==> src/rtl/core/vlb_pkg.sv <==
`timescale 1ns / 1ps

package vlb_pkg;

    // Pipeline depth: operand products, numerator, one stage per quotient bit, then the merge register
    localparam int DIV_STEPS   = 8;
    localparam int LANE_STAGES = DIV_STEPS + 2;
    localparam int PIPE_DEPTH  = LANE_STAGES + 1;

    // Channel mode codes
    localparam logic [1:0] MODE_ONE   = 2'd0;
    localparam logic [1:0] MODE_THREE = 2'd1;
    localparam logic [1:0] MODE_FOUR  = 2'd2;
    localparam logic [1:0] CHANNEL_MODE_RESET = MODE_FOUR;

    // Register indexes
    localparam logic REG_CHANNEL_MODE = 1'b0;

    // Pixel constants
    localparam logic [7:0] PIX_MAX    = 8'd255;
    localparam logic [7:0] BLEND_HALF = 8'd128;

    typedef struct packed {
        logic [7:0] base_red;
        logic [7:0] base_green;
        logic [7:0] base_blue;
        logic [7:0] base_alpha;
        logic [7:0] blend_red;
        logic [7:0] blend_green;
        logic [7:0] blend_blue;
        logic       last_pixel;
    } in_beat_t;

    typedef struct packed {
        logic [7:0] out_red;
        logic [7:0] out_green;
        logic [7:0] out_blue;
        logic [7:0] out_alpha;
        logic       out_last;
    } out_beat_t;

    // Per-stage load enables shared by all lanes
    typedef struct packed {
        logic [LANE_STAGES-1:0] load;
    } stage_load_t;

endpackage

==> src/rtl/core/vlb_lane.sv <==
`timescale 1ns / 1ps

module vlb_lane (
    input  logic                aclk,
    input  vlb_pkg::stage_load_t stage_load,
    input  logic [7:0]          base,
    input  logic [7:0]          blend,
    output logic [7:0]          result
);
    import vlb_pkg::*;

    // ---------------- stage 0: products and divisor ----------------
    logic        hi_c;
    logic [7:0]  inv_c;
    logic [7:0]  den_c;
    logic [7:0]  mul_b_c;
    logic [7:0]  dark_c;
    logic        fen_c;
    logic [7:0]  fval_c;

    logic [15:0] p1_reg;
    logic [15:0] p2_reg;
    logic        hi_reg;
    logic [7:0]  den0_reg;
    logic        fen0_reg;
    logic [7:0]  fval0_reg;

    always_comb begin
        hi_c    = (blend >= BLEND_HALF);
        inv_c   = PIX_MAX - blend;
        den_c   = hi_c ? {inv_c[6:0], 1'b0}   // 2*(255-b), b >= 128
                       : {blend[6:0], 1'b0};  // 2*b, b < 128
        mul_b_c = hi_c ? PIX_MAX : blend;
        dark_c  = PIX_MAX - {blend[6:0], 1'b0};
        // blend at the rails has no finite quotient
        fen_c   = (blend == 8'd0) || (blend == PIX_MAX);
        if (blend == 8'd0) begin
            fval_c = (base == PIX_MAX) ? PIX_MAX : 8'd0;
        end else begin
            fval_c = (base == 8'd0) ? 8'd0 : PIX_MAX;
        end
    end

    always_ff @(posedge aclk) begin
        if (stage_load.load[0]) begin
            p1_reg    <= 16'(base) * 16'(mul_b_c);
            p2_reg    <= hi_c ? 16'd0 : 16'(PIX_MAX - base) * 16'(dark_c);
            hi_reg    <= hi_c;
            den0_reg  <= den_c;
            fen0_reg  <= fen_c;
            fval0_reg <= fval_c;
        end
    end

    // ---------------- stage 1: numerator, clamp detection ----------------
    logic [16:0] twice_c;
    logic [16:0] num17_c;
    logic [15:0] num_c;
    logic        neg_c;
    logic        sat_c;
    logic        fen1_c;
    logic [7:0]  fval1_c;

    logic [7:0] rem_reg  [0:DIV_STEPS];
    logic [7:0] low_reg  [0:DIV_STEPS];
    logic [7:0] quo_reg  [0:DIV_STEPS];
    logic [7:0] den_reg  [0:DIV_STEPS];
    logic       fen_reg  [0:DIV_STEPS];
    logic [7:0] fval_reg [0:DIV_STEPS];

    always_comb begin
        twice_c = {p1_reg, 1'b0};
        num17_c = hi_reg ? {1'b0, p1_reg} : (twice_c - {1'b0, p2_reg});
        neg_c   = !hi_reg && (twice_c < {1'b0, p2_reg});
        num_c   = num17_c[15:0];
        sat_c   = (num_c >= {den0_reg, 8'h00});
        fen1_c  = fen0_reg || neg_c || sat_c;
        if (fen0_reg) begin
            fval1_c = fval0_reg;
        end else if (neg_c) begin
            fval1_c = 8'd0;
        end else begin
            fval1_c = PIX_MAX;
        end
    end

    always_ff @(posedge aclk) begin
        if (stage_load.load[1]) begin
            rem_reg[0]  <= num_c[15:8];
            low_reg[0]  <= num_c[7:0];
            quo_reg[0]  <= 8'd0;
            den_reg[0]  <= den0_reg;
            fen_reg[0]  <= fen1_c;
            fval_reg[0] <= fval1_c;
        end
    end

    // ---------------- stages 2..: restoring divide, one bit each ----------------
    for (genvar j = 0; j < DIV_STEPS; j++) begin : g_div
        logic [8:0] trial;
        logic       take;

        assign trial = {rem_reg[j], low_reg[j][7]};
        assign take  = (trial >= {1'b0, den_reg[j]});

        always_ff @(posedge aclk) begin
            if (stage_load.load[j+2]) begin
                rem_reg[j+1]  <= take ? 8'(trial - {1'b0, den_reg[j]}) : trial[7:0];
                low_reg[j+1]  <= {low_reg[j][6:0], 1'b0};
                quo_reg[j+1]  <= {quo_reg[j][6:0], take};
                den_reg[j+1]  <= den_reg[j];
                fen_reg[j+1]  <= fen_reg[j];
                fval_reg[j+1] <= fval_reg[j];
            end
        end
    end

    assign result = fen_reg[DIV_STEPS] ? fval_reg[DIV_STEPS] : quo_reg[DIV_STEPS];

endmodule

==> src/rtl/core/vlb_merge.sv <==
`timescale 1ns / 1ps

module vlb_merge (
    input  logic               aclk,
    input  logic               load,
    input  logic [1:0]         channel_mode,
    input  logic [7:0]         red,
    input  logic [7:0]         green,
    input  logic [7:0]         blue,
    input  logic [7:0]         alpha,
    input  logic               last,
    output vlb_pkg::out_beat_t beat
);
    import vlb_pkg::*;

    out_beat_t beat_next;
    out_beat_t beat_reg;

    // Gate lanes by channel mode
    always_comb begin
        beat_next.out_red  = red;
        beat_next.out_last = last;
        case (channel_mode)
            MODE_ONE: begin
                beat_next.out_green = 8'd0;
                beat_next.out_blue  = 8'd0;
                beat_next.out_alpha = 8'd0;
            end
            MODE_THREE: begin
                beat_next.out_green = green;
                beat_next.out_blue  = blue;
                beat_next.out_alpha = 8'd0;
            end
            default: begin
                beat_next.out_green = green;
                beat_next.out_blue  = blue;
                beat_next.out_alpha = alpha;
            end
        endcase
    end

    always_ff @(posedge aclk) begin
        if (load) begin
            beat_reg <= beat_next;
        end
    end

    assign beat = beat_reg;

endmodule

==> src/rtl/core/vivid_light_blend.sv <==
`timescale 1ns / 1ps

// Vivid-light blend of a base pixel with a blend pixel, per color channel.
// Input channel (s_valid/s_ready/s_data): one pixel pair per beat.
// Output channel (m_valid/m_ready/m_data): one blended pixel per beat, in order,
// with out_last copied from last_pixel.
// APB port: register 0 at address 0 is channel_mode (0 red only, 1 RGB,
// 2 or 3 RGB plus base alpha). Write it only while the stream is idle.
// Three channel lanes each run two operand stages and an 8-stage restoring
// divider, one quotient bit per stage, then a merge register applies the
// channel mode.
// Throughput: one beat per cycle sustained while m_ready stays high.
// Stalls: every stage holds its own valid bit, so bubbles close up behind a
// stalled output; s_ready drops only when all 11 stages are full and m_ready
// is low.
// Reset (aresetn low, synchronous): pipeline emptied, channel_mode back to 2.

module vivid_light_blend (
    input  logic               aclk,
    input  logic               aresetn,
    input  logic               s_valid,
    output logic               s_ready,
    input  vlb_pkg::in_beat_t  s_data,
    output logic               m_valid,
    input  logic               m_ready,
    output vlb_pkg::out_beat_t m_data,
    input  logic               psel,
    input  logic               penable,
    input  logic               pwrite,
    input  logic [2:0]         paddr,
    input  logic [31:0]        pwdata,
    output logic [31:0]        prdata,
    output logic               pready
);
    import vlb_pkg::*;

    // ---------------- configuration register ----------------
    logic [1:0] channel_mode_reg;
    logic       cfg_wr;
    logic       cfg_idx;

    assign cfg_idx = paddr[2];
    assign cfg_wr  = psel && penable && pwrite;
    assign pready  = 1'b1;

    always_ff @(posedge aclk) begin
        if (!aresetn) begin
            channel_mode_reg <= CHANNEL_MODE_RESET;
        end else if (cfg_wr && (cfg_idx == REG_CHANNEL_MODE)) begin
            channel_mode_reg <= pwdata[1:0];
        end
    end

    assign prdata = (cfg_idx == REG_CHANNEL_MODE) ? {30'd0, channel_mode_reg} : 32'd0;

    // ---------------- per-stage valid and ready chain ----------------
    logic [PIPE_DEPTH-1:0] vld_reg;
    logic [PIPE_DEPTH-1:0] vld_next;
    logic [PIPE_DEPTH-1:0] rdy;

    always_comb begin
        rdy[PIPE_DEPTH-1] = !vld_reg[PIPE_DEPTH-1] || m_ready;
        for (int k = PIPE_DEPTH - 2; k >= 0; k--) begin
            rdy[k] = !vld_reg[k] || rdy[k+1];
        end
        vld_next[0] = rdy[0] ? s_valid : vld_reg[0];
        for (int k = 1; k < PIPE_DEPTH; k++) begin
            vld_next[k] = rdy[k] ? vld_reg[k-1] : vld_reg[k];
        end
    end

    always_ff @(posedge aclk) begin
        if (!aresetn) begin
            vld_reg <= '0;
        end else begin
            vld_reg <= vld_next;
        end
    end

    assign s_ready = rdy[0];
    assign m_valid = vld_reg[PIPE_DEPTH-1];

    stage_load_t stage_load;
    assign stage_load.load = rdy[LANE_STAGES-1:0];

    // ---------------- alpha and last alongside the lanes ----------------
    logic [7:0] alpha_reg [0:LANE_STAGES-1];
    logic       last_reg  [0:LANE_STAGES-1];

    always_ff @(posedge aclk) begin
        if (rdy[0]) begin
            alpha_reg[0] <= s_data.base_alpha;
            last_reg[0]  <= s_data.last_pixel;
        end
    end

    for (genvar k = 1; k < LANE_STAGES; k++) begin : g_side
        always_ff @(posedge aclk) begin
            if (rdy[k]) begin
                alpha_reg[k] <= alpha_reg[k-1];
                last_reg[k]  <= last_reg[k-1];
            end
        end
    end

    // ---------------- channel lanes ----------------
    logic [7:0] red_res;
    logic [7:0] green_res;
    logic [7:0] blue_res;

    vlb_lane u_lane_red (
        .aclk       (aclk),
        .stage_load (stage_load),
        .base       (s_data.base_red),
        .blend      (s_data.blend_red),
        .result     (red_res)
    );

    vlb_lane u_lane_green (
        .aclk       (aclk),
        .stage_load (stage_load),
        .base       (s_data.base_green),
        .blend      (s_data.blend_green),
        .result     (green_res)
    );

    vlb_lane u_lane_blue (
        .aclk       (aclk),
        .stage_load (stage_load),
        .base       (s_data.base_blue),
        .blend      (s_data.blend_blue),
        .result     (blue_res)
    );

    // ---------------- merge into output register ----------------
    vlb_merge u_merge (
        .aclk         (aclk),
        .load         (rdy[PIPE_DEPTH-1]),
        .channel_mode (channel_mode_reg),
        .red          (red_res),
        .green        (green_res),
        .blue         (blue_res),
        .alpha        (alpha_reg[LANE_STAGES-1]),
        .last         (last_reg[LANE_STAGES-1]),
        .beat         (m_data)
    );

endmodule

==> config.mk <==
export PLATFORM = sky130hd
export DESIGN_NAME = vivid_light_blend
export DESIGN_NICKNAME = d
export VERILOG_FILES = /design/src/rtl/core/vlb_pkg.sv /design/src/rtl/core/vlb_lane.sv /design/src/rtl/core/vlb_merge.sv /design/src/rtl/core/vivid_light_blend.sv
export SDC_FILE = /design/constraint.sdc
export NUM_CORES = 2
export LEC_CHECK = 0
export BUFFER_PORTS_ARGS = -buffer_cell sky130_fd_sc_hd__buf_4
export CORE_UTILIZATION = 60
export DETAILED_ROUTE_END_ITERATION = 16
export GPL_ROUTABILITY_DRIVEN = 1
export PLACE_DENSITY = 0.88
export SLEW_MARGIN = 20
export SYNTH_ARGS = -nofsm -noshare
export SYNTH_HDL_FRONTEND = slang
export SYNTH_HIERARCHICAL = 1
export SYNTH_SLANG_ARGS = --single-unit
==> constraint.sdc <==
create_clock -name aclk -period 17.81 [get_ports aclk]
set_input_delay 0.8905 -clock aclk [delete_from_list [all_inputs] [get_ports aclk]]
set_output_delay 0.8905 -clock aclk [all_outputs]
set_load 0.005 [all_outputs]
## Yosys cells after proc, flatten, opt, wreduce, memory -nomap -nowiden

Memories as Yosys holds them, arrays and structs flattened. A register that Yosys moved wholly into a read port is not among the register bits.
Index checks and enable logic that the tools add are counted.
W data, S select, Z words.

| cells by class | value |
|---|---|
| mux-type cells | 73 |
| order comparisons | 33 |
| multipliers | 6 |
| $add $sub $neg | 36 |
| bitwise gates (word level) | 1 |
| reductions and logical operators | 47 |
| eq/ne operators | 7 |

Operator list:

| operator | number |
|---|---|
| $mux W8 | 48 |
| $ge A9 B8 Y1 | 24 |
| $sub A8 B8 Y8 | 24 |
| $lt A17 B16 Y1 | 3 |
| $eq A8 B8 Y1 const B | 6 |
| $ge A16 B16 Y1 | 3 |
| $logic_not A8 Y1 | 6 |
| $mul A16 B8 Y16 | 3 |
| $mul A8 B8 Y16 | 3 |
| $mux W16 | 3 |
| $pmux W24 S2 | 1 |
| $sub A16 B16 Y16 | 3 |
| $sub A8 B8 Y9 const A | 3 |
| $ge A8 B8 Y1 const B | 3 |
| $sub A8 B8 Y8 const A | 3 |
| $sub A7 B7 Y7 const A | 3 |
| $logic_or A1 B1 Y1 | 20 |
| $mux W1 | 20 |
| $logic_not A1 Y1 | 14 |
| $logic_and A1 B1 Y1 | 6 |
| $eq A2 B1 Y1 const B | 1 |
| $logic_not A2 Y1 | 1 |
| $mux W2 | 1 |
| $not A1 Y1 | 1 |

| storage, ports and cells | value |
|---|---|
| memory bits (writable) | 1197 |
| memories | 20 |
| output and inout bits | 68 |
| register bits | 195 |
| input bits | 99 |
| logic and storage cells | 257 |

Memories:

| name | words | bits a word | read ports | clocked after memory_dff | wr ports | line | RTL |
|---|---|---|---|---|---|---|---|
| alpha_reg | 10 | 8 | 10 | 0 | 10 | vivid_light_blend.sv:87 | `logic [7:0] alpha_reg [0:LANE_STAGES-1];` |
| u_lane_blue.den_reg | 9 | 8 | 8 | 0 | 9 | vlb_lane.sv:67 | `logic [7:0] den_reg [0:DIV_STEPS];` |
| u_lane_blue.fval_reg | 9 | 8 | 9 | 0 | 9 | vlb_lane.sv:69 | `logic [7:0] fval_reg [0:DIV_STEPS];` |
| u_lane_blue.low_reg | 9 | 8 | 8 | 0 | 9 | vlb_lane.sv:65 | `logic [7:0] low_reg [0:DIV_STEPS];` |
| u_lane_blue.quo_reg | 9 | 8 | 9 | 0 | 9 | vlb_lane.sv:66 | `logic [7:0] quo_reg [0:DIV_STEPS];` |
| u_lane_blue.rem_reg | 9 | 8 | 8 | 0 | 9 | vlb_lane.sv:64 | `logic [7:0] rem_reg [0:DIV_STEPS];` |
| +14 memories | -- | -- | -- | -- | -- | -- |  |

## Logic depth before layout (Yosys ltp)

| depth | value |
|---|---|
| depth after elaboration | 14 |
| gate-level depth with buffers | 21 |
| gate-level depth less buffers | 19 |

## Cells and area by module

The synthesis kept the hierarchy.

By module, submodules not included:

| module | times used | cells each | area each (um2) | seq. area each (um2) |
|---|---|---|---|---|
| vlb_lane (u_lane_blue) | 1 | 1350 | 15879.0 | 7567.3 |
| vlb_lane (u_lane_green) | 1 | 1339 | 15877.7 | 7567.3 |
| vlb_lane (u_lane_red) | 1 | 1347 | 15795.1 | 7567.3 |
| vivid_light_blend | 1 | 186 | 3530.9 | 2962.8 |
| vlb_merge | 1 | 61 | 1202.4 | 991.0 |

## Least setup slack after synthesis

OpenSTA, ideal clock, no wires.

| timing path | value |
|---|---|
| kind | in2reg |
| start | input port m_ready |
| end | memory alpha_reg[0][0] (enable) |
| data required time | 16.299 ns |
| setup time | 1.511 ns |
| data arrival time | 4.801 ns |
| slack | 11.498 ns |
| buffers on the path | 0 |
| stages on the path | 4 |
| cells stage by stage | and4b_4 -> inv_4 -> nor2_8 -> nand3_1 |

RTL lines:

| item | line | RTL |
|---|---|---|
| from (decl) | vivid_light_blend.sv:25 | `input logic m_ready,` |
| to (decl) | vivid_light_blend.sv:87 |  |

## Worst setup path in the final report

| timing path | value |
|---|---|
| start | input port s_data[16] (netlist bit) |
| end | register u_lane_green.p1_reg[15] (data pin) |

| on the way | value |
|---|---|
| longest elaborated chain between the ends | 3 |

Ends and longest elaborated chain:

| item | line | RTL |
|---|---|---|
| from (decl) | vivid_light_blend.sv:23 | `input vlb_pkg::in_beat_t s_data,` |
| $ge A8 B8 Y1 | vlb_lane.sv:29 | `hi_c = (blend >= BLEND_HALF);` |
| $mux W8 * | vlb_lane.sv:33 | `mul_b_c = hi_c ? PIX_MAX : blend;` |
| $mul A8 B8 Y16 * | vlb_lane.sv:46 | `p1_reg <= 16'(base) * 16'(mul_b_c);` |
| to (signal assigned) | vlb_lane.sv:46 |  |
| to (decl) | vlb_lane.sv:21 | `logic [15:0] p1_reg;` |

Every way passes the cells marked *; elsewhere a longest branch is shown, timed or not.
A chain may end at the register's enable or synchronous reset.

==> impl_metrics.toml <==
[global_routing]
grt_max_degree = 87
gr-max-usage-layer = "met2"
grt_pass1_vias = 33075
met3_usage_pct = 3.20
grt-ovfl-total = 0
track_usage_pct = 21.9
antenna_found_initial = 0
grt_pass1_wl_mm = 159
use_met2_pct = 40.6
met1_usage_pct = 25.8

[hold_path]
hold_path_class = "register to register"
min_path_cells = 0

[route]
first_iter_violations = 2105
route.detailed.drc = 0
drt-total-wl_mm = 95.7
vias_per_cell = 5.59
wl_per_cell_um = 17.0
ant_nets = 0
vias = 31462
firstDrtPassIters = 8

[setup_path]
end_kind = "register"
cpLargestDelayFamily = "adder cells"
path_max_fanout = 10
cp_cell_sequence = "buf_4, inv_1, ha_1, nor2b_1, fa_1, inv_1, fa_1, inv_1, fa_1, inv_1, fa_1, inv_1, ha_1, o21a_1, o31a_1, o211ai_1, a21oi_1, a2111oi_2, a21oi_1, xnor2_1"
required_ps = 18200
reg2reg_depth = 14
worst-path-buf-inv = 6
worst-path-stages = 20
reg2reg_slack_ps = 13490
criticalPathCategory = "primary input to register"
worst_path_max_delay_cell = "fa_1"
start_kind = "primary input"
crit_arrival_ps = 5920
crit_path_frequent_cell = "inv_1"
cpPeakStageDelay_ps = 560

[timing]
setup_violations = 0
drv_slew = 0
finalCriticalPeriod_ps = 5530
worst_pin_slew_ps = 1050
fmax_ghz = 0.181
finalCritPeriodShare_pct = 31.0
slew_headroom_pct = 30.2
fin_skew_ps = 23.7
hold_viol = 0
rsz0062_at_grt = "false"
tns_ps = 0

[cts]
cts_buffers = 86
htree_levels = 3
cts_max_path_buffers = 3
path_clk_slew_ps = 60
cts_setup_buffers = 0
clock-sinks = 892
cts_tree = "yes"
worst_skew_pair.late_latency_ps = 650
post_cts_resized = 0
hold_buffers = 0
clk_root_buffer_cell = "clkbuf_16"

[run]
drv_cap = 0

[cells_and_area]
final_area_um2 = 57000
diodes = 0
final_core_util_pct = 66.5
drive_gt1_share_pct = 9.38
largest_reg_flops = 80
area_growth_pct = 8.93
fin_nets = 5242

[logic_synthesis]
yosysUniqueCellTypes = 98
synth.top_cells.by_area = "edfxtp_1 (50%), ha_1 (12%), fa_1 (9.3%)"
netlist_instances = 4283
yosysTopAreaCell = "edfxtp_1"
ys_ff_latch = 892
synth-edff-count = 879
syn_avg_cell_area_um2 = 12.2
synth_commonest_cells = "edfxtp_1 (879), inv_1 (704), ha_1 (486)"
ys_seq_area_share_pct = 51.0
yosys_warnings = 6
synth_area_um2 = 52300
synthFlopType = "edfxtp_1"
synth.most_common_cell = "edfxtp_1"
synth_top_area_share_pct = 50.5
synthArstFlopShare_pct = 0

[floorplan]
num_rows = 107
die_y_um = 297
io_pins = 167
core_area_um2 = 85700
start_util_pct = 61.0
fp.dieW_um = 297
dieArea_um2 = 88300

[pwr]
p_int_w = 0.00613
switching_share_pct = 35.2
power.switching_w = 0.00332
p_leak_nw = 24.8
power_density_nw_per_um2 = 166
peakVddDrop_uv = 96.4
seqPwrFrac_pct = 37.6
clockPowerShare_pct = 18.9
pwr-share-comb_pct = 43.5

[run_status]
status = "finished clean"

[placed_design]
portBuffers = 103
hpwl_mm = 67.7
placement.cell_area_um2 = 54200
finalWeightedCongestion = 0.897
==> layer usage <==
| layer | part of all wire [%] | routed length, µm | vias up |
|---|---|---|---|
| met4 | 2.5 | 2420 | 0 |
| li1 | - | - | 14966 |
| met5 | 0 | 0 | - |
| met1 | 40 | 37900 | 15311 |
| met2 | 53 | 50600 | 966 |
| met3 | 5.0 | 4830 | 219 |
==> layout make-up <==
type,instances,area [µm²]
Sequential cell,892,26700
Tap cell,1144,1430
Fill cell,5690,28700
Clock buffer,105,2240
Timing Repair Buffer,115,863
Multi-Input combinational cell,2606,22500
Clock inverter,55,529
Inverter,713,2690
==> cells in the final DEF, fill, tap and decap left out, drive strengths merged, types with 28 or more instances in the layout <==
| cell | Yosys | final |
|---|---|---|
| a21boi | 35 | 35 |
| a21o | 40 | 40 |
| a21oi | 101 | 101 |
| buf | 45 | 115 |
| clkbuf | 56 | 105 |
| clkinv | 6 | 43 |
| conb | 2 | 31 |
| edfxtp | 879 | 879 |
| fa | 243 | 243 |
| ha | 486 | 486 |
| inv | 707 | 711 |
| mux2 | 92 | 92 |
| mux2i | 46 | 46 |
| nand2 | 124 | 124 |
| nand2b | 60 | 60 |
| nand3 | 28 | 28 |
| nand4 | 42 | 42 |
| nor2 | 453 | 453 |
| nor2b | 152 | 152 |
| nor3 | 31 | 31 |
| o21a | 48 | 48 |
| o21ai | 200 | 200 |
| xnor2 | 102 | 102 |
| xor2 | 45 | 45 |
==> per-stage QoR <==
step	instances	hold WS [ps]	power [W]	setup WS, ps
global route	5630	396	0.0101	12130
detailed placement	5470	405	0.00754	11670
floorplan	4312	400	0.00660	11500
finish	5630	411	0.00945	12280
CTS	5630	391	0.00945	12360
global placement	5470	401	0.00724	11830
==> kinds of logic after synthesis <==
family | synth area share, %
compound gates | 6.95
xor+xnor | 2.48
fa+ha+maj | 20.9
buf+inv | 6.18
flops | 51.0
mux | 2.87
other cells | 0.0144
simple gates | 9.59
==> final timing paths <==
| check | startpoint | endpoint |
|---|---|---|
| hold reg to reg | u_lane_green/low_reg[0][24]$_DFFE_PP_ | u_lane_green/low_reg[0][32]$_DFFE_PP_ |
| setup reg to reg | u_lane_red/p1_reg[0]$_DFFE_PP_ | u_lane_red/fen_reg[0][0]$_DFFE_PP_ |
| hold / removal | u_lane_green/low_reg[0][24]$_DFFE_PP_ | u_lane_green/low_reg[0][32]$_DFFE_PP_ |
| setup / recovery | s_data[16] | u_lane_green/p1_reg[15]$_DFFE_PP_ |
==> power groups by stage <==
stage | logic (W) | clock network, W | registers [W]
2_1_floorplan | 0.00314 | 0 | 0.00346
3_3_place_gp | 0.00371 | 0 | 0.00353
4_1_cts | 0.00409 | 0.00182 | 0.00355
5_1_grt | 0.00458 | 0.00190 | 0.00361
3_5_place_dp | 0.00396 | 0 | 0.00358
6_report | 0.00411 | 0.00179 | 0.00355
Note: power is estimated with default switching activity, not from simulation.
